[src/hdl/gtb_pkg.sv]
package gtb_pkg;

    // Pipelined divider geometry: one quotient bit per stage
    localparam int DIV_QW     = 10;
    localparam int DIV_NW     = 22;
    localparam int DIV_DW     = 12;

    // Word queue between front and back
    localparam int QDEPTH     = 32;
    localparam int Q_AW       = $clog2(QDEPTH);

    localparam int BN_W       = 192;

    // Register indexes
    localparam logic [1:0] CFG_MODE      = 2'd0;
    localparam logic [1:0] CFG_OPACITY   = 2'd1;
    localparam logic [1:0] CFG_THRESHOLD = 2'd2;

    typedef enum logic [2:0] {
        MODE_ADD      = 3'd0,
        MODE_SCREEN   = 3'd1,
        MODE_SOFT     = 3'd2,
        MODE_FILMIC   = 3'd3,
        MODE_COMPRESS = 3'd4,
        MODE_ENERGY   = 3'd5
    } t_mode;

    typedef logic [255:0][9:0]  t_lin_rom;
    typedef logic [1023:0][7:0] t_inv_rom;

    // Classified word handed from front to back
    typedef struct packed {
        logic [7:0] y;
        logic [7:0] cb;
        logic [7:0] cr;
        logic [7:0] mask;
        logic       above;
        logic [7:0] glow;
        logic       region;
        logic [9:0] lin;
    } t_pix;

    function automatic logic [BN_W-1:0] ipow(logic [BN_W-1:0] b, int e);
        logic [BN_W-1:0] r;
        r = 1;
        for (int j = 0; j < e; j++) begin
            r = r * b;
        end
        return r;
    endfunction

    // lin[i] = round(1023 * (i/255)^2.2), exact
    function automatic t_lin_rom build_lin();
        t_lin_rom        rom;
        logic [BN_W-1:0] rhs;
        logic [BN_W-1:0] lhs;
        int              lo;
        int              hi;
        int              mid;
        for (int i = 0; i < 256; i++) begin
            rhs = ipow(BN_W'(i), 11) * ipow(BN_W'(2046), 5);
            lo  = 0;
            hi  = 1023;
            while (lo < hi) begin
                mid = (lo + hi + 1) / 2;
                lhs = ipow(BN_W'(2 * mid - 1), 5) * ipow(BN_W'(255), 11);
                if (lhs <= rhs) lo = mid;
                else hi = mid - 1;
            end
            rom[i] = 10'(lo);
        end
        return rom;
    endfunction

    // inv[i] = round(255 * (i/1023)^(1/2.2)), exact
    function automatic t_inv_rom build_inv();
        t_inv_rom        rom;
        logic [BN_W-1:0] rhs;
        logic [BN_W-1:0] lhs;
        int              lo;
        int              hi;
        int              mid;
        for (int i = 0; i < 1024; i++) begin
            rhs = ipow(BN_W'(i), 5) * ipow(BN_W'(510), 11);
            lo  = 0;
            hi  = 255;
            while (lo < hi) begin
                mid = (lo + hi + 1) / 2;
                lhs = ipow(BN_W'(2 * mid - 1), 11) * ipow(BN_W'(1023), 5);
                if (lhs <= rhs) lo = mid;
                else hi = mid - 1;
            end
            rom[i] = 8'(lo);
        end
        return rom;
    endfunction

    localparam t_lin_rom LIN_ROM = build_lin();
    localparam t_inv_rom INV_ROM = build_inv();

endpackage

[src/hdl/gtb_fifo.sv]
module gtb_fifo import gtb_pkg::*; (
    input  logic i_clk,
    input  logic i_rst_n,
    input  logic i_push,
    input  t_pix i_data,
    input  logic i_pop,
    output logic o_valid,
    output t_pix o_data
);

    t_pix          r_mem [0:QDEPTH-1];
    logic [Q_AW-1:0] r_wp;
    logic [Q_AW-1:0] r_rp;
    logic [Q_AW:0]   r_cnt;

    always_ff @(posedge i_clk) begin
        if (!i_rst_n) begin
            r_wp  <= '0;
            r_rp  <= '0;
            r_cnt <= '0;
        end else begin
            if (i_push) r_wp <= r_wp + 1'b1;
            if (i_pop)  r_rp <= r_rp + 1'b1;
            r_cnt <= r_cnt + (Q_AW+1)'(i_push) - (Q_AW+1)'(i_pop);
        end
    end

    always_ff @(posedge i_clk) begin
        if (i_push) r_mem[r_wp] <= i_data;
    end

    assign o_valid = r_cnt != '0;
    assign o_data  = r_mem[r_rp];

endmodule

[config.mk]
export PLATFORM = sky130hd
export DESIGN_NAME = gtb_fifo
export DESIGN_NICKNAME = d
export VERILOG_FILES = /design/src/hdl/gtb_pkg.sv /design/src/hdl/gtb_fifo.sv
export SDC_FILE = /design/constraint.sdc
export NUM_CORES = 1
export LEC_CHECK = 0
export BUFFER_PORTS_ARGS = -buffer_cell sky130_fd_sc_hd__buf_2
export CAP_MARGIN = 20
export CORE_ASPECT_RATIO = 0.9
export CORE_MARGIN = 2
export CORE_UTILIZATION = 60
export DETAILED_ROUTE_END_ITERATION = 6
export GPL_ROUTABILITY_DRIVEN = 0
export PLACE_DENSITY = 0.81
export SLEW_MARGIN = 15
export SYNTH_ARGS = -nofsm -noshare
export SYNTH_HDL_FRONTEND = slang
export SYNTH_SLANG_ARGS = --single-unit
[constraint.sdc]
create_clock -name i_clk -period 6.8 [get_ports i_clk]
set_clock_uncertainty 0.05 [all_clocks]
set_input_delay 1.36 -clock i_clk [delete_from_list [all_inputs] [get_ports i_clk]]
set_output_delay 1.36 -clock i_clk [all_outputs]
set_load 0.005 [all_outputs]
# Word-level counts from Yosys, hierarchy flattened
# Memories as Yosys holds them, arrays and structs flattened. A register that Yosys moved wholly into a read port is not among the register bits.
# Index checks and enable logic that the tools add are counted.
# Widths: inputs -> output; s select.
[word_totals] register_bits=16 mem_bits_rw=1664 in_bits=56 output_inout_bits=53 word_cells=13 mem_count=1
[memory_table] memory="r_mem" depth=32 width=52 rd=1 rd_clocked_by_memory_dff=1 wr=1 line_no="gtb_fifo.sv:11" text="t_pix r_mem [0:QDEPTH-1];"
[classes] n_addsub=4 mux=4 reduce_logical=1
[op_table] cell="$add 5x1->5 const B" n=2
[op_table] cell="$mux 5" n=2
[op_table] cell="$add 6x1->6" n=1
[op_table] cell="$reduce_bool 6->1" n=1
[op_table] cell="$sub 6x1->6" n=1
[op_table] cell="$mux 1" n=2

# Longest topological paths before layout
[depth] word_depth=3 ltp_mapped=10 ltp_nobuf=10

# Least setup slack after synthesis
# Ideal clock, no wire load.
[synth_path] path_type="input to register" start="in i_push" end="mem r_mem[15][0] in the netlist's numbering, enable pin" setup_time_ns=0.463 arrival_time_ns=4.101 required_ns=6.287 slack_ns=2.186 path_stages=3 path_buffers=1 cell_sequence="clkbuf_1 nand2_1 nor2_1"
[synth_between] elab_chain_len=2
[synth_rtl] item="from (decl)" line_no="gtb_fifo.sv:4" text="input logic i_push,"
[synth_rtl] item="$mux 1" line_no="gtb_fifo.sv:29" text="if (i_push) r_mem[r_wp] <= i_data;"
[synth_rtl] item="$mux 1 (not written as such)" line_no="gtb_fifo.sv:29"
[synth_rtl] item="to (decl)" line_no="gtb_fifo.sv:11"
# Every way passes these cells.

==> metrics.md <==
| Metric | Value |
|---|---|
| Outcome | finished, final reports clean |
| Residual DRC | 0 |
| Crit path launch type | flip-flop |
| Tcrit/Tclk final | 80.5% |
| Count leader, synth | edfxtp_1 |
| Largest cells by area after synthesis | edfxtp_1, mux4_2, mux2_2 |
| CTS Buffer Depth | 3 |
| CP endpoint kind | primary output |
| First-pass GRT wire length | 225 mm |
| Worst EP required | 5.39 ns |
| DIE HEIGHT | 315 um |
| Reg2reg setup slack | 3.50 ns |
| Pins Over Slew Limit | 0 |
| Switching share of power | 20.8% |
| Final Hold Viols | 0 |
| RSZ-0062 raised after global routing | false |
| Worst Setup Path Type | reg -> out |
| Pint | 17.1 mW |
| Worst setup path endpoint | o_data[28] |
| Adder-Cell Fraction of Synth Area | 0.283% |
| WL per Instance | 31.5 um |
| DR pass1 iterations | 5 |
| Pwr dens | 297 mW/mm2 |
| Vias in the first global route | 33,600 |
| H-tree Lvls | 4 |
| Simple-gate area share of the yosys netlist | 3.01% |
| Syn Inst Count | 3,201 |
| CTS resizes | 0 |
| Reg clk slew, reported paths | 0.06 ns |
| Share of cells above drive strength 1 | 28.1% |
| Post-synthesis xor/xnor area fraction | 0.122% |
| Syn nets | 3,271 |
| Detail Placement HPWL | 78.4 mm |
| Worst slew margin | 22.8% |
| Antenna violations before repair | 6 |
| Clk pwr share | 41.6% |
| Reg-to-reg endpoint | r_mem[0][12] |
| Core Region | 0.107 mm2 |
| Area grow syn2layout | 12.3% |
| PortBufs | 108 |
| Postcts setup bufs | 0 |
| Post-layout nets | 3,422 |
| Post-Syn Area | 0.0646 mm2 |
| FF/Latch Area | 0.0504 mm2 |
| Root Driver | clkbuf_16 |
| Area leader, netlist | edfxtp_1 |
| Remaining Overflow, GRT | 0 |
| Total wire length | 156 mm |
| Clk sink count | 1,685 |
| Worst-margin pin slew | 1.16 ns |
| Ys Warns | 0 |
| Tmin final | 5.48 ns |
| Initial Util | 60.3% |
| MaxCap Viol Count | 0 |
| Die Width | 350 um |
| TritonCTS buffer count | 159 |
| Number of setup violations in the final report | 0 |
| Clk_lat worst skew | 0.78 ns |
| Mux cell area share after synthesis | 12.7% |
| Drt via density | 6.73 |
| Crit Path Max Fanout | 153 |
| Comb pwr share | 5.0% |
| Yosys reg bits | 1,685 |
| Synth Area in Compound Gates | 4.54% |
| P_sw | 4.50 mW |
| CTS tree | done |
| Pin count of the biggest net entering global routing | 154 |
| Primary FF master, synth | edfxtp_1 |
| R2R Path Start | r_wp[0] |
| Sequential power share | 53.4% |
| Hold WC Path Type | reg -> reg |
| Synth top cells by count | edfxtp_1, mux2_2, mux4_2 |
| Leakage | 22.4 nW |
| Hold_buf cts | 0 |
| Total number of vias | 33,300 |
| Register area share after synthesis | 78.0% |
| Post-synth ARST share | 0% |
| Global Route Usage Sum | 28.5% |
| Largest family of logic cells by synthesized area | multiplexers |
| Top cell type's share of synthesized area | 77.3% |
| Die ar. | 0.110 mm2 |
| Syn_area_per_cell | 20.2 um2 |
| Arr. time, crit path | 4.07 ns |
| Setup TNS | 0 ns |
| Fmax | 183 MHz |
| DRT iter0 DRCs | 4,480 |
| Rows | 114 |
| I/O pin count | 109 |
| Detail Route Antenna Nets | 0 |
| Post-synth EDFFs | 1,664 |
| Multi-input logic area | 0.0137 mm2 |
| R2r worst-path depth | 5 |
| Synth cell types | 42 |
| Final Power | 21.6 mW |
| Peak VDD IR | 405 uV |
| Fillcell total | 6,210 |
==> stage by stage <==
stage / setup slack [ns] / utilization (%) / cell area (um2) / std cells / hold slack (ns)
after global placement: 2.14 / 62.7 / 67100 / 4634 / 0.473
after floorplan: 2.19 / - / 64600 / 3201 / 0.435
after detailed placement: 2.13 / 62.7 / 67200 / 4637 / 0.488
final: 1.32 / 67.8 / 72600 / 4941 / 0.489
after CTS: 1.29 / 67.7 / 72500 / 4933 / 0.487
after global routing: 1.19 / 67.8 / 72600 / 4939 / 0.561
==> worst min path at each step <==
stage                     depth (start not counted)  slack [ns]     from        end
after floorplan                                   2        0.43  r_rp[4]  flip-flop
after global placement                            2        0.47  r_rp[4]    r_rp[4]
after detailed placement                          2        0.49  r_rp[3]  flip-flop
after CTS                                         2        0.49  r_rp[3]  flip-flop
after global routing                              2        0.56  r_rp[3]  flip-flop
final                                             2        0.49  r_rp[3]  flip-flop
==> placed cells by master, fill, tap and decap left out, drive strengths merged, types with 13 or more instances in the layout <==
cell type / synthesis / layout
o21ai: 105 / 105
bufinv: 0 / 18
clkinv: 0 / 59
a211oi: 104 / 104
edfxtp: 1664 / 1664
nor3: 107 / 107
mux4: 208 / 208
inv: 13 / 23
o22ai: 104 / 104
mux2: 312 / 312
dfxtp: 21 / 21
a22o: 104 / 104
buf: 53 / 178
clkbuf: 135 / 207
ha: 13 / 13
nor2: 49 / 49
nor2b: 105 / 105
or4: 52 / 52
==> power by group through the flow <==
stage	registers (mW)	logic, mW	clock network, mW
2_1_floorplan	11.7	0.636	0
3_3_place_gp	11.7	1.03	0
3_5_place_dp	11.7	1.06	0
4_1_cts	11.5	1.07	9.03
5_1_grt	11.5	1.17	9.42
6_report	11.5	1.08	8.97
==> flip-flops by register name (all words and copies together) (netlist names), named ones only <==
register  count
r_wp          5
r_mem      1664
r_rp          5
r_cnt         6
==> metal layers <==
layer  up-vias  track usage, %  part of all wire [%]
met5         -               0                0.0083
met4         2            11.4                   3.7
met3       351            6.54                    11
met2      2226            45.1                    48
met1     17100            39.2                    37
li1      13500               -                     -
==> area by class of cell <==
| cell class | instances | area share, % |
|---|---|---|
| clock inverter | 89 | 1.35 |
| multi-input combinational | 1315 | 18.8 |
| antenna | 4 | 0.0138 |
| inverter | 13 | 0.0672 |
| tap | 1450 | 2.50 |
| timing repair buffer | 178 | 1.91 |
| sequential | 1685 | 69.4 |
| clock buffer | 207 | 5.92 |
==> critical path, stage by stage, from the launching register on <==
cell and delay, ns:
dfxtp_4 0.98, buf_12 0.64, mux2_2 0.41, o21ai_0 0.18
nor3_1 0.13, or4_1 0.64, buf_2 0.18
==> cells by family (layout without fill, tap and decap cells) <==
| group | count (synthesis) | count (layout) |
|---|---|---|
| DFF | 1685 | 1685 |
| muxes | 522 | 522 |
| AOI/OAI and AO/OA | 426 | 426 |
| and+or+nand+nor | 344 | 344 |
| buffers and inverters | 201 | 487 |
| adders and majority gates | 14 | 14 |
| xor gates and xnor gates | 9 | 9 |
| other | 0 | 4 |
Note: power is estimated with default switching activity, not from simulation.
