===== config.mk =====
export PLATFORM = sky130hd
export DESIGN_NAME = gtb_front
export DESIGN_NICKNAME = d
export VERILOG_FILES = /design/src/hdl/gtb_pkg.sv /design/src/hdl/gtb_div.sv /design/src/hdl/gtb_front.sv
export SDC_FILE = /design/constraint.sdc
export NUM_CORES = 2
export LEC_CHECK = 0
export BUFFER_PORTS_ARGS = -buffer_cell sky130_fd_sc_hd__buf_4
export CAP_MARGIN = 10
export CORE_ASPECT_RATIO = 0.5
export CORE_UTILIZATION = 45
export DETAILED_ROUTE_END_ITERATION = 6
export HOLD_SLACK_MARGIN = 0.08
export PLACE_DENSITY = 0.61
export SYNTH_ARGS = -nofsm -noshare
export SYNTH_HDL_FRONTEND = slang
export SYNTH_HIERARCHICAL = 1
export SYNTH_SLANG_ARGS = --single-unit

===== constraint.sdc =====
create_clock -name i_clk -period 17 [get_ports i_clk]
set_clock_uncertainty 0.1 [all_clocks]
set_input_delay 3.4 -clock i_clk [delete_from_list [all_inputs] [get_ports i_clk]]
set_output_delay 3.4 -clock i_clk [all_outputs]
set_load 0.03 [all_outputs]

===== src/hdl/gtb_pkg.sv =====
package gtb_pkg;

    // Pipelined divider geometry: one quotient bit per stage
    localparam int DIV_QW     = 10;
    localparam int DIV_NW     = 22;
    localparam int DIV_DW     = 12;

    // Word queue between front and back
    localparam int QDEPTH     = 32;
    localparam int Q_AW       = $clog2(QDEPTH);

    localparam int BN_W       = 192;

    // Register indexes
    localparam logic [1:0] CFG_MODE      = 2'd0;
    localparam logic [1:0] CFG_OPACITY   = 2'd1;
    localparam logic [1:0] CFG_THRESHOLD = 2'd2;

    typedef enum logic [2:0] {
        MODE_ADD      = 3'd0,
        MODE_SCREEN   = 3'd1,
        MODE_SOFT     = 3'd2,
        MODE_FILMIC   = 3'd3,
        MODE_COMPRESS = 3'd4,
        MODE_ENERGY   = 3'd5
    } t_mode;

    typedef logic [255:0][9:0]  t_lin_rom;
    typedef logic [1023:0][7:0] t_inv_rom;

    // Classified word handed from front to back
    typedef struct packed {
        logic [7:0] y;
        logic [7:0] cb;
        logic [7:0] cr;
        logic [7:0] mask;
        logic       above;
        logic [7:0] glow;
        logic       region;
        logic [9:0] lin;
    } t_pix;

    function automatic logic [BN_W-1:0] ipow(logic [BN_W-1:0] b, int e);
        logic [BN_W-1:0] r;
        r = 1;
        for (int j = 0; j < e; j++) begin
            r = r * b;
        end
        return r;
    endfunction

    // lin[i] = round(1023 * (i/255)^2.2), exact
    function automatic t_lin_rom build_lin();
        t_lin_rom        rom;
        logic [BN_W-1:0] rhs;
        logic [BN_W-1:0] lhs;
        int              lo;
        int              hi;
        int              mid;
        for (int i = 0; i < 256; i++) begin
            rhs = ipow(BN_W'(i), 11) * ipow(BN_W'(2046), 5);
            lo  = 0;
            hi  = 1023;
            while (lo < hi) begin
                mid = (lo + hi + 1) / 2;
                lhs = ipow(BN_W'(2 * mid - 1), 5) * ipow(BN_W'(255), 11);
                if (lhs <= rhs) lo = mid;
                else hi = mid - 1;
            end
            rom[i] = 10'(lo);
        end
        return rom;
    endfunction

    // inv[i] = round(255 * (i/1023)^(1/2.2)), exact
    function automatic t_inv_rom build_inv();
        t_inv_rom        rom;
        logic [BN_W-1:0] rhs;
        logic [BN_W-1:0] lhs;
        int              lo;
        int              hi;
        int              mid;
        for (int i = 0; i < 1024; i++) begin
            rhs = ipow(BN_W'(i), 5) * ipow(BN_W'(510), 11);
            lo  = 0;
            hi  = 255;
            while (lo < hi) begin
                mid = (lo + hi + 1) / 2;
                lhs = ipow(BN_W'(2 * mid - 1), 11) * ipow(BN_W'(1023), 5);
                if (lhs <= rhs) lo = mid;
                else hi = mid - 1;
            end
            rom[i] = 8'(lo);
        end
        return rom;
    endfunction

    localparam t_lin_rom LIN_ROM = build_lin();
    localparam t_inv_rom INV_ROM = build_inv();

endpackage


===== src/hdl/gtb_div.sv =====
// Restoring divider, one quotient bit per stage, advances on i_en.
// o_sat flags a quotient that does not fit DIV_QW bits.
module gtb_div import gtb_pkg::*; (
    input  logic              i_clk,
    input  logic              i_en,
    input  logic [DIV_NW-1:0] i_num,
    input  logic [DIV_DW-1:0] i_den,
    output logic [DIV_QW-1:0] o_quot,
    output logic              o_sat
);

    logic [DIV_NW-1:0] r_rem  [0:DIV_QW];
    logic [DIV_DW-1:0] r_den  [0:DIV_QW];
    logic [DIV_QW-1:0] r_quot [0:DIV_QW];
    logic              r_sat  [0:DIV_QW];

    logic [DIV_NW-1:0] w_sub [1:DIV_QW];
    logic              w_ge  [1:DIV_QW];

    always_comb begin
        for (int s = 1; s <= DIV_QW; s++) begin
            w_sub[s] = DIV_NW'(r_den[s-1]) << (DIV_QW - s);
            w_ge[s]  = r_rem[s-1] >= w_sub[s];
        end
    end

    always_ff @(posedge i_clk) begin
        if (i_en) begin
            r_rem[0]  <= i_num;
            r_den[0]  <= i_den;
            r_quot[0] <= '0;
            r_sat[0]  <= i_num >= (DIV_NW'(i_den) << DIV_QW);
            for (int s = 1; s <= DIV_QW; s++) begin
                r_rem[s]  <= w_ge[s] ? r_rem[s-1] - w_sub[s] : r_rem[s-1];
                r_den[s]  <= r_den[s-1];
                r_quot[s] <= r_quot[s-1] | (w_ge[s] ? DIV_QW'(1) << (DIV_QW - s)
                                                    : DIV_QW'(0));
                r_sat[s]  <= r_sat[s-1];
            end
        end
    end

    assign o_quot = r_quot[DIV_QW];
    assign o_sat  = r_sat[DIV_QW];

endmodule


===== src/hdl/gtb_front.sv =====
// Front: gamma lookup, threshold/knee/smoothstep mask, glow level.
// Free running; the top level keeps it from overrunning the queue.
module gtb_front import gtb_pkg::*; (
    input  logic       i_clk,
    input  logic       i_rst_n,
    input  logic       i_valid,
    input  logic [7:0] i_luma,
    input  logic [7:0] i_cb,
    input  logic [7:0] i_cr,
    input  logic [7:0] i_bloom,
    input  logic       i_region,
    input  logic [7:0] i_threshold,
    input  logic [7:0] i_opacity,
    output logic       o_valid,
    output t_pix       o_item
);

    typedef struct packed {
        logic [7:0] y;
        logic [7:0] cb;
        logic [7:0] cr;
        logic [7:0] bloom;
        logic       region;
        logic [9:0] lin;
        logic       pos;
    } t_fstage;

    // input stage
    logic    r_p1_valid;
    t_fstage r_p1;

    logic [10:0]       w_t;
    logic              w_pos;
    logic [9:0]        w_v;
    logic [DIV_NW-1:0] w_num;
    logic [9:0]        w_denom;
    logic [9:0]        w_knee;
    t_fstage           w_p1_pos;

    always_comb begin
        w_t     = {1'b0, i_threshold, 2'b00} + 11'd16;
        w_pos   = {1'b0, r_p1.lin} > w_t;
        w_v     = 10'({1'b0, r_p1.lin} - w_t);
        w_num   = w_pos ? DIV_NW'({w_v, 8'b0}) : '0;
        w_denom = 10'd1015 - {1'b0, i_threshold, 1'b0};
        w_knee  = {1'b0, i_threshold, 1'b0} + 10'd24;
        w_p1_pos     = r_p1;
        w_p1_pos.pos = w_pos;
    end

    logic [DIV_QW-1:0] w_xq_raw;
    logic [DIV_QW-1:0] w_kq_raw;
    logic              w_x_sat;
    logic              w_k_sat;

    gtb_div u_div_x (
        .i_clk  (i_clk),
        .i_en   (1'b1),
        .i_num  (w_num),
        .i_den  (DIV_DW'(w_denom)),
        .o_quot (w_xq_raw),
        .o_sat  (w_x_sat)
    );

    gtb_div u_div_k (
        .i_clk  (i_clk),
        .i_en   (1'b1),
        .i_num  (w_num),
        .i_den  (DIV_DW'(w_knee)),
        .o_quot (w_kq_raw),
        .o_sat  (w_k_sat)
    );

    // delay line alongside the dividers
    logic    r_dv [0:DIV_QW];
    t_fstage r_dl [0:DIV_QW];

    // post-divide stages
    logic [8:0]  w_xq;
    logic [8:0]  w_kq;
    logic [17:0] w_xx;
    logic [10:0] w_x1;
    logic [26:0] w_smp;
    logic [18:0] w_xs;
    logic [8:0]  w_gsum;
    logic [7:0]  w_gcl;
    logic [15:0] w_gp;

    logic        r_e1_valid, r_e2_valid, r_e3_valid, r_e4_valid;
    t_fstage     r_e1, r_e2, r_e3;
    logic [9:0]  r_e1_x, r_e2_x;
    logic [16:0] r_e1_kk;
    logic [8:0]  r_e1_k;
    logic [8:0]  r_e2_smooth;
    logic [7:0]  r_e3_mask;
    t_pix        r_e4;

    always_comb begin
        w_xq   = (w_x_sat || w_xq_raw > 10'd320) ? 9'd320 : w_xq_raw[8:0];
        w_kq   = (w_k_sat || w_kq_raw > 10'd256) ? 9'd256 : w_kq_raw[8:0];
        w_xx   = 18'(w_xq) * 18'(w_xq);
        w_x1   = 11'(w_xq) + 11'(w_xx[17:8]);
        w_smp  = 27'(r_e1_kk) * 27'(10'd768 - {r_e1_k, 1'b0});
        w_xs   = 19'(r_e2_x) * 19'(r_e2_smooth);
        w_gsum = 9'(r_e3_mask) + 9'(r_e3.bloom);
        w_gcl  = w_gsum[8] ? 8'd255 : w_gsum[7:0];
        w_gp   = 16'(w_gcl) * 16'(i_opacity);
    end

    always_ff @(posedge i_clk) begin
        if (!i_rst_n) begin
            r_p1_valid <= 1'b0;
            for (int s = 0; s <= DIV_QW; s++) begin
                r_dv[s] <= 1'b0;
            end
            r_e1_valid <= 1'b0;
            r_e2_valid <= 1'b0;
            r_e3_valid <= 1'b0;
            r_e4_valid <= 1'b0;
        end else begin
            r_p1_valid <= i_valid;
            r_dv[0]    <= r_p1_valid;
            for (int s = 1; s <= DIV_QW; s++) begin
                r_dv[s] <= r_dv[s-1];
            end
            r_e1_valid <= r_dv[DIV_QW];
            r_e2_valid <= r_e1_valid;
            r_e3_valid <= r_e2_valid;
            r_e4_valid <= r_e3_valid;
        end
    end

    always_ff @(posedge i_clk) begin
        r_p1.y      <= i_luma;
        r_p1.cb     <= i_cb;
        r_p1.cr     <= i_cr;
        r_p1.bloom  <= i_bloom;
        r_p1.region <= i_region;
        r_p1.lin    <= LIN_ROM[i_luma];
        r_p1.pos    <= 1'b0;

        r_dl[0]     <= w_p1_pos;
        for (int s = 1; s <= DIV_QW; s++) begin
            r_dl[s] <= r_dl[s-1];
        end

        r_e1    <= r_dl[DIV_QW];
        r_e1_x  <= w_x1 > 11'd512 ? 10'd512 : w_x1[9:0];
        r_e1_kk <= 17'(18'(w_kq) * 18'(w_kq));
        r_e1_k  <= w_kq;

        r_e2        <= r_e1;
        r_e2_x      <= r_e1_x;
        r_e2_smooth <= w_smp[24:16];

        r_e3      <= r_e2;
        r_e3_mask <= w_xs[18:9] > 10'd255 ? 8'd255 : w_xs[16:9];

        r_e4.y      <= r_e3.y;
        r_e4.cb     <= r_e3.cb;
        r_e4.cr     <= r_e3.cr;
        r_e4.mask   <= r_e3_mask;
        r_e4.above  <= r_e3.pos;
        r_e4.glow   <= w_gp[15:8];
        r_e4.region <= r_e3.region;
        r_e4.lin    <= r_e3.lin;
    end

    assign o_valid = r_e4_valid;
    assign o_item  = r_e4;

endmodule


# Yosys cells after proc, flatten, opt, wreduce, memory -nomap -nowiden
# Memories as Yosys holds them, arrays and structs flattened. A register that Yosys moved wholly into a read port is not among the register bits.
# Index checks and enable logic that the tools add are counted.
dict set report word_totals {
  mem_count 11
  latch_bits 0
  ramBits 1485
  mem_bits_ro 2560
  word_cells 198
  regBits 240
  in_bits 52
}
dict set report classes {
  muxes 57
  add_sub_neg 27
  eq_ne 0
  mul 5
  n_bitwise 31
  magnitude_cmp 27
  div_mod_pow 0
  shift 0
  n_reduce_logical 3
}
# name words word_bits read_ports rd_ports_with_merged_regs write_ports line
set mem_list {}
lappend mem_list {{(no name shown)} 256 10 1 1 0 gtb_front.sv:139} ;# r_p1.lin <= LIN_ROM[i_luma];
lappend mem_list {r_dl 11 44 11 1 11 gtb_front.sv:76} ;# t_fstage r_dl [0:DIV_QW];
lappend mem_list {u_div_k.r_rem 11 22 10 0 11 gtb_div.sv:12} ;# logic [DIV_NW-1:0] r_rem [0:DIV_QW];
lappend mem_list {u_div_x.r_rem 11 22 10 0 11 gtb_div.sv:12}
lappend mem_list {u_div_k.r_den 11 12 10 0 11 gtb_div.sv:13} ;# logic [DIV_DW-1:0] r_den [0:DIV_QW];
lappend mem_list {u_div_x.r_den 11 12 10 0 11 gtb_div.sv:13}
lappend mem_list {{5 more memories} n/a n/a n/a n/a n/a n/a}
# operator n
set op_table {}
lappend op_table {{$mux W22} 20}
lappend op_table {{$or A10 B10 Y10} 20}
lappend op_table {{$ge A22 B12 Y1} 2}
lappend op_table {{$ge A22 B13 Y1} 2}
lappend op_table {{$ge A22 B14 Y1} 2}
lappend op_table {{$ge A22 B15 Y1} 2}
lappend op_table {{$ge A22 B16 Y1} 2}
lappend op_table {{$ge A22 B17 Y1} 2}
lappend op_table {{$ge A22 B18 Y1} 2}
lappend op_table {{$ge A22 B19 Y1} 2}
lappend op_table {{$ge A22 B20 Y1} 2}
lappend op_table {{$ge A22 B21 Y1} 2}
lappend op_table {{$sub A22 B12 Y22} 2}
lappend op_table {{$sub A22 B13 Y22} 2}
lappend op_table {{$sub A22 B14 Y22} 2}
lappend op_table {{$sub A22 B15 Y22} 2}
lappend op_table {{$sub A22 B16 Y22} 2}
lappend op_table {{$sub A22 B17 Y22} 2}
lappend op_table {{$sub A22 B18 Y22} 2}
lappend op_table {{$sub A22 B19 Y22} 2}
lappend op_table {{$sub A22 B20 Y22} 2}
lappend op_table {{$sub A22 B21 Y22} 2}
lappend op_table {{$ge A18 B20 Y1} 2}
lappend op_table {{$mux W9} 4}
lappend op_table {{29 further kinds} 64}

# Logic depth before layout (Yosys ltp)
# An unclocked memory read counts as a cell.
dict set report depth {
  ltp_word 7
  depth_mapped 33
}

# Cells and area by module
# Netlist, hierarchy kept.
# mod area_per_inst_um2 cells_per_inst instances
set by_module_without_submodules {}
lappend by_module_without_submodules {gtb_front 32688.9 2919 1}
lappend by_module_without_submodules {{gtb_div at u_div_k} 20432.1 1625 1}
lappend by_module_without_submodules {{gtb_div at u_div_x} 20425.8 1654 1}

# Least setup slack after synthesis
# OpenSTA, ideal clock, no wires.
dict set report synth_path {
  path_type {reg2reg}
  start {memory u_div_x.r_quot[10][2]}
  end {register r_e1_x[4]}
  period_less_slack_ps 7221
  stages_incl_launch_ff 31
  arrival_ps 6996
  path_buffers 2
  setup_slack_ps 9779
  setup_time_ps 125
  path_cell_list {edfxtp_1 nor4_1 a21oi_1 nor2_1 clkbuf_1 clkbuf_1 and3_1 fa_1 fa_1 inv_1 fa_1 inv_1 fa_1 ha_1 and4_1 nand4_1 o31ai_1 a21o_1 a21oi_1 o21bai_1 a21oi_1 xnor2_1 ha_1 o21ai_0 a21oi_1 o311ai_0 o211ai_1 and3_1 a221oi_1 o2bb2ai_2 nor3_1}
}
# element line
set synth_lines {}
lappend synth_lines {{start, declared} gtb_div.sv:14} ;# logic [DIV_QW-1:0] r_quot [0:DIV_QW];
lappend synth_lines {{end signal, assigned} gtb_front.sv:148} ;# r_e1_x <= w_x1 > 11'd512 ? 10'd512 : w_x1[9:0];
lappend synth_lines {{end, declared} gtb_front.sv:91} ;# logic [9:0] r_e1_x, r_e2_x;

==> flow_summary_export.csv <==
group,metric,value,unit
synth,synth.ff_latch_count,1600,
setup_path,crit_top_cell,"fa_1",
status,status,"complete, no violations",
detailed_routing,routed_wl,126000,µm
timing,rsz0062_at_grt,"no",
global_route,use_met1,0.207,
setup_path,cp_max_fo,26,
timing,finalMaxSlewViolations,0,
cts,cts_resized,0,
setup_path,rr_worst_depth,29,
global_route,grt_max_degree,93,
cts,cts_num_sinks,1600,
pwr,p_leak,36.8,nW
detailed_routing,postRouteAntennaNets,0,
synth,seq_area_frac_synth,0.546,
setup_path,start_kind,"register",
cells_and_area,drive_gt1_frac,0.0658,
floorplanning,die_w,574,µm
global_route,grt_pass1_wl,210000,µm
synth,synth.avg_cell_area,11.9,µm²
detailed_routing,dr_total_vias,44141,
timing,worst_pin_slew,1.18,ns
setup_path,end_kind,"register",
timing,fin_tns_setup,0,ns
setup_path,worstReg2RegStart,"u_div_x/r_quot[10][2]$_DFFE_PP_",
cells_and_area,n_fill_cell,14243,
cells_and_area,fin_nets,8066,
floorplanning,dieArea,165000,µm²
floorplanning,core,162000,µm²
global_route,top_usage_layer,"met2",
placement,hpwl,93000,µm
synth,synth-edff-count,812,
cts,clkLatencyLatePin,0.75,ns
global_route,use_met2,0.253,
detailed_routing,drc,0,
cts,cts-root-buf,"clkbuf_16",
setup_path,slowest_stage,"o31ai_1",
synth,synth-main-ff-cell,"edfxtp_1",
timing,finalCritPeriodShare,0.476,
placement,io_buffers,104,
floorplanning,die_y,288,µm
floorplanning,initial_core_util,0.455,
detailed_routing,wire_per_inst,13.2,µm
timing,period_needed,8.10,ns
global_route,grt_usage,0.153,
setup_path,rrSetupSlack,8.90,ns
timing,max_freq,0.123,GHz
detailed_routing,first_pass_iters,5,
cts,htree_levels,4,
synth,ys_types,111,
cts,cts_buffer_depth,4,
timing,hold_violations,0,
synth,netlist_area,73500,µm²
worst_hold_path,hp-start,"r_e3[9]$_DFF_P_",
placement,dp_worst_setup_slack,8.46,ns
timing,setup_viol,0,
cts,cts_tree,"built",
synth,postSynthCellCount,6198,
worst_hold_path,min_delay_path_depth,0,
setup_path,r2r-end,"r_e1_x[4]$_SDFF_PN0_",
synth,async_flop_share,0,
detailed_routing,drt-initial-drc-count,2475,
global_route,antenna_found_initial,2,
global_route,grt_pass1_vias,43317,
cts,cts_setup_buffers,0,
placement,place_congestion,0.857,
timing,fin_ws,8.90,ns
setup_path,critPathKind,"reg -> reg",
cells_and_area,ff_latch_area,40200,µm²
cells_and_area,n_antenna_cell,0,
detailed_routing,vias_per_cell,4.65,
cts,cts.clk_slew.worst_paths,0.07,ns
floorplanning,pin_count,105,
cts,cts_hold_buf,0,
timing,max-slew-margin-rel,0.210,
setup_path,crit_arrival,8.66,ns
cells_and_area,area_growth,15.2,%
cells_and_area,multi_input_area,33400,µm²
global_route,grt_overflow,0,
setup_path,slowest_delay,0.56,ns
cells_and_area,fin_util,0.524,
cts,numCtsBuffers,151,
worst_hold_path,hold_path_end,"o_item[8]$_DFF_P_",
pwr,vdd_drop_max,262,µV
run,cap_violations,0,
pwr,powerDensity,160,nW/µm²
synth,yosys_warnings,6,
setup_path,crit_required,17.56,ns
global_route,grt_util_met3,0.0253,
worst_hold_path,hp-class,"reg -> reg",
floorplanning,rows,104,
-- how the worst max path moves through the flow --
| stage | end | cells past startpoint | start |
|---|---|---|---|
| 2_1_floorplan | r_e1_x[4]$_SDFF_PN0_ | 30 | u_div_x/r_quot[10][2]$_DFFE_PP_ |
| 3_3_place_gp | r_e1_x[4]$_SDFF_PN0_ | 28 | u_div_x/r_quot[10][2]$_DFFE_PP_ |
| 5_1_grt | r_e1_x[4]$_SDFF_PN0_ | 29 | u_div_x/r_quot[10][2]$_DFFE_PP_ |
| 4_1_cts | r_e1_x[4]$_SDFF_PN0_ | 28 | u_div_x/r_quot[10][2]$_DFFE_PP_ |
| 3_5_place_dp | r_e1_x[4]$_SDFF_PN0_ | 28 | u_div_x/r_quot[10][2]$_DFFE_PP_ |
| 6_report | r_e1_x[4]$_SDFF_PN0_ | 29 | u_div_x/r_quot[10][2]$_DFFE_PP_ |
-- per-layer routing --
layer / vias up / share of wire / routed length, µm
met2: 741 / 0.45 / 56800
met3: 260 / 0.039 / 4940
met1: 20554 / 0.48 / 60500
li1: 22586 / - / -
met4: 0 / 0.027 / 3440
met5: - / 0 / 0
-- registers in the layout, indices dropped and copies added, names as in the netlist, 52 cells and up --
register / count
o_item: 52
r_dl: 484
u_div_k/r_rem: 220
u_div_k/r_den: 120
u_div_k/r_quot: 55
u_div_x/r_rem: 220
u_div_x/r_den: 120
u_div_x/r_quot: 55
-- layout make-up --
class / count / share of cell area
Sequential cell: 1600 / 0.474
Multi-Input combinational cell: 4620 / 0.394
Clock buffer: 182 / 0.0486
Tap cell: 2173 / 0.0321
Inverter: 723 / 0.0320
Timing Repair Buffer: 127 / 0.0112
Clock inverter: 72 / 0.00788
-- cell families (layout without fill, tap and decap cells) --
family | count (synthesis) | after routing | share of synthesized area
compound gates | 1058 | 1058 | 0.0923
xor+xnor | 321 | 321 | 0.0382
fa+ha+maj | 791 | 791 | 0.165
buf+inv | 865 | 1104 | 0.0449
flops | 1600 | 1600 | 0.546
mux | 83 | 83 | 0.0133
other cells | 2 | 889 | 0.000102
simple gates | 1478 | 1478 | 0.100
-- placed cells by master, fill, tap and decap left out, types with 42 or more instances in the layout --
cell | Yosys | final
nor4_1 | 42 | 42
conb_1 | 2 | 889
and2_1 | 146 | 146
a211oi_1 | 47 | 46
ha_1 | 494 | 494
and3_1 | 60 | 60
xor2_1 | 152 | 152
o21a_1 | 55 | 55
nor2b_1 | 66 | 66
buf_4 | 1 | 127
mux2_2 | 54 | 54
xnor2_1 | 169 | 169
nand2_1 | 465 | 465
nand2b_1 | 60 | 60
edfxtp_1 | 812 | 812
inv_1 | 717 | 717
nor3_1 | 85 | 85
a21o_1 | 83 | 83
nand3_1 | 68 | 68
clkbuf_16 | 0 | 157
dfxtp_1 | 788 | 788
nor2_1 | 308 | 308
a21oi_1 | 329 | 328
fa_1 | 297 | 297
o21ai_0 | 230 | 230
-- power by group --
part,total (mW),internal (mW),switching (mW)
clock network,3.26,1.85,1.41
logic,5.12,2.31,2.81
registers,5.18,4.81,0.365
-- through the flow --
stage,hold WS (ns),area (µm²),power [mW],instances
2_1_floorplan,0.210,76900,9.24,7085
3_5_place_dp,0.212,80000,10.4,9242
3_3_place_gp,0.210,80000,10.3,9242
6_report,0.193,84800,13.6,9497
4_1_cts,0.190,84800,13.7,9496
5_1_grt,0.202,84800,14.8,9497
-- cells in the mapped netlist, types with 34 or more instances --
cell      count  area share
inv_1       717       0.037
nor3_1       85      0.0058
a21oi_1     329       0.022
and2_1      146       0.012
o21ai_0     230       0.016
nand3_1      68      0.0046
a21o_1       83      0.0085
a211oi_1     47      0.0048
ha_1        494       0.084
nor2b_1      66      0.0056
nand2b_1     60      0.0051
or3_1        34      0.0029
o21a_1       55      0.0056
a31oi_1      34      0.0029
xor2_1      152       0.018
nand2_1     465       0.024
clkbuf_1     92      0.0047
and3_1       60      0.0051
fa_1        297       0.081
nor2_1      308       0.016
dfxtp_1     788        0.21
nor4_1       42      0.0036
edfxtp_1    812        0.33
xnor2_1     169       0.020
mux2_2       54      0.0083
-- critical path, delay by kind of cell, from the launching register on --
| family | cells | cell delay, ns |
|---|---|---|
| AOI/OAI and AO/OA | 10 | 2.40 |
| xor gates and xnor gates | 1 | 0.13 |
| adders and majority gates | 6 | 2.67 |
| buffers and inverters | 3 | 0.36 |
| DFF | 1 | 0.50 |
| and+or+nand+nor | 9 | 1.85 |
Note: power is estimated with default switching activity, not from simulation.
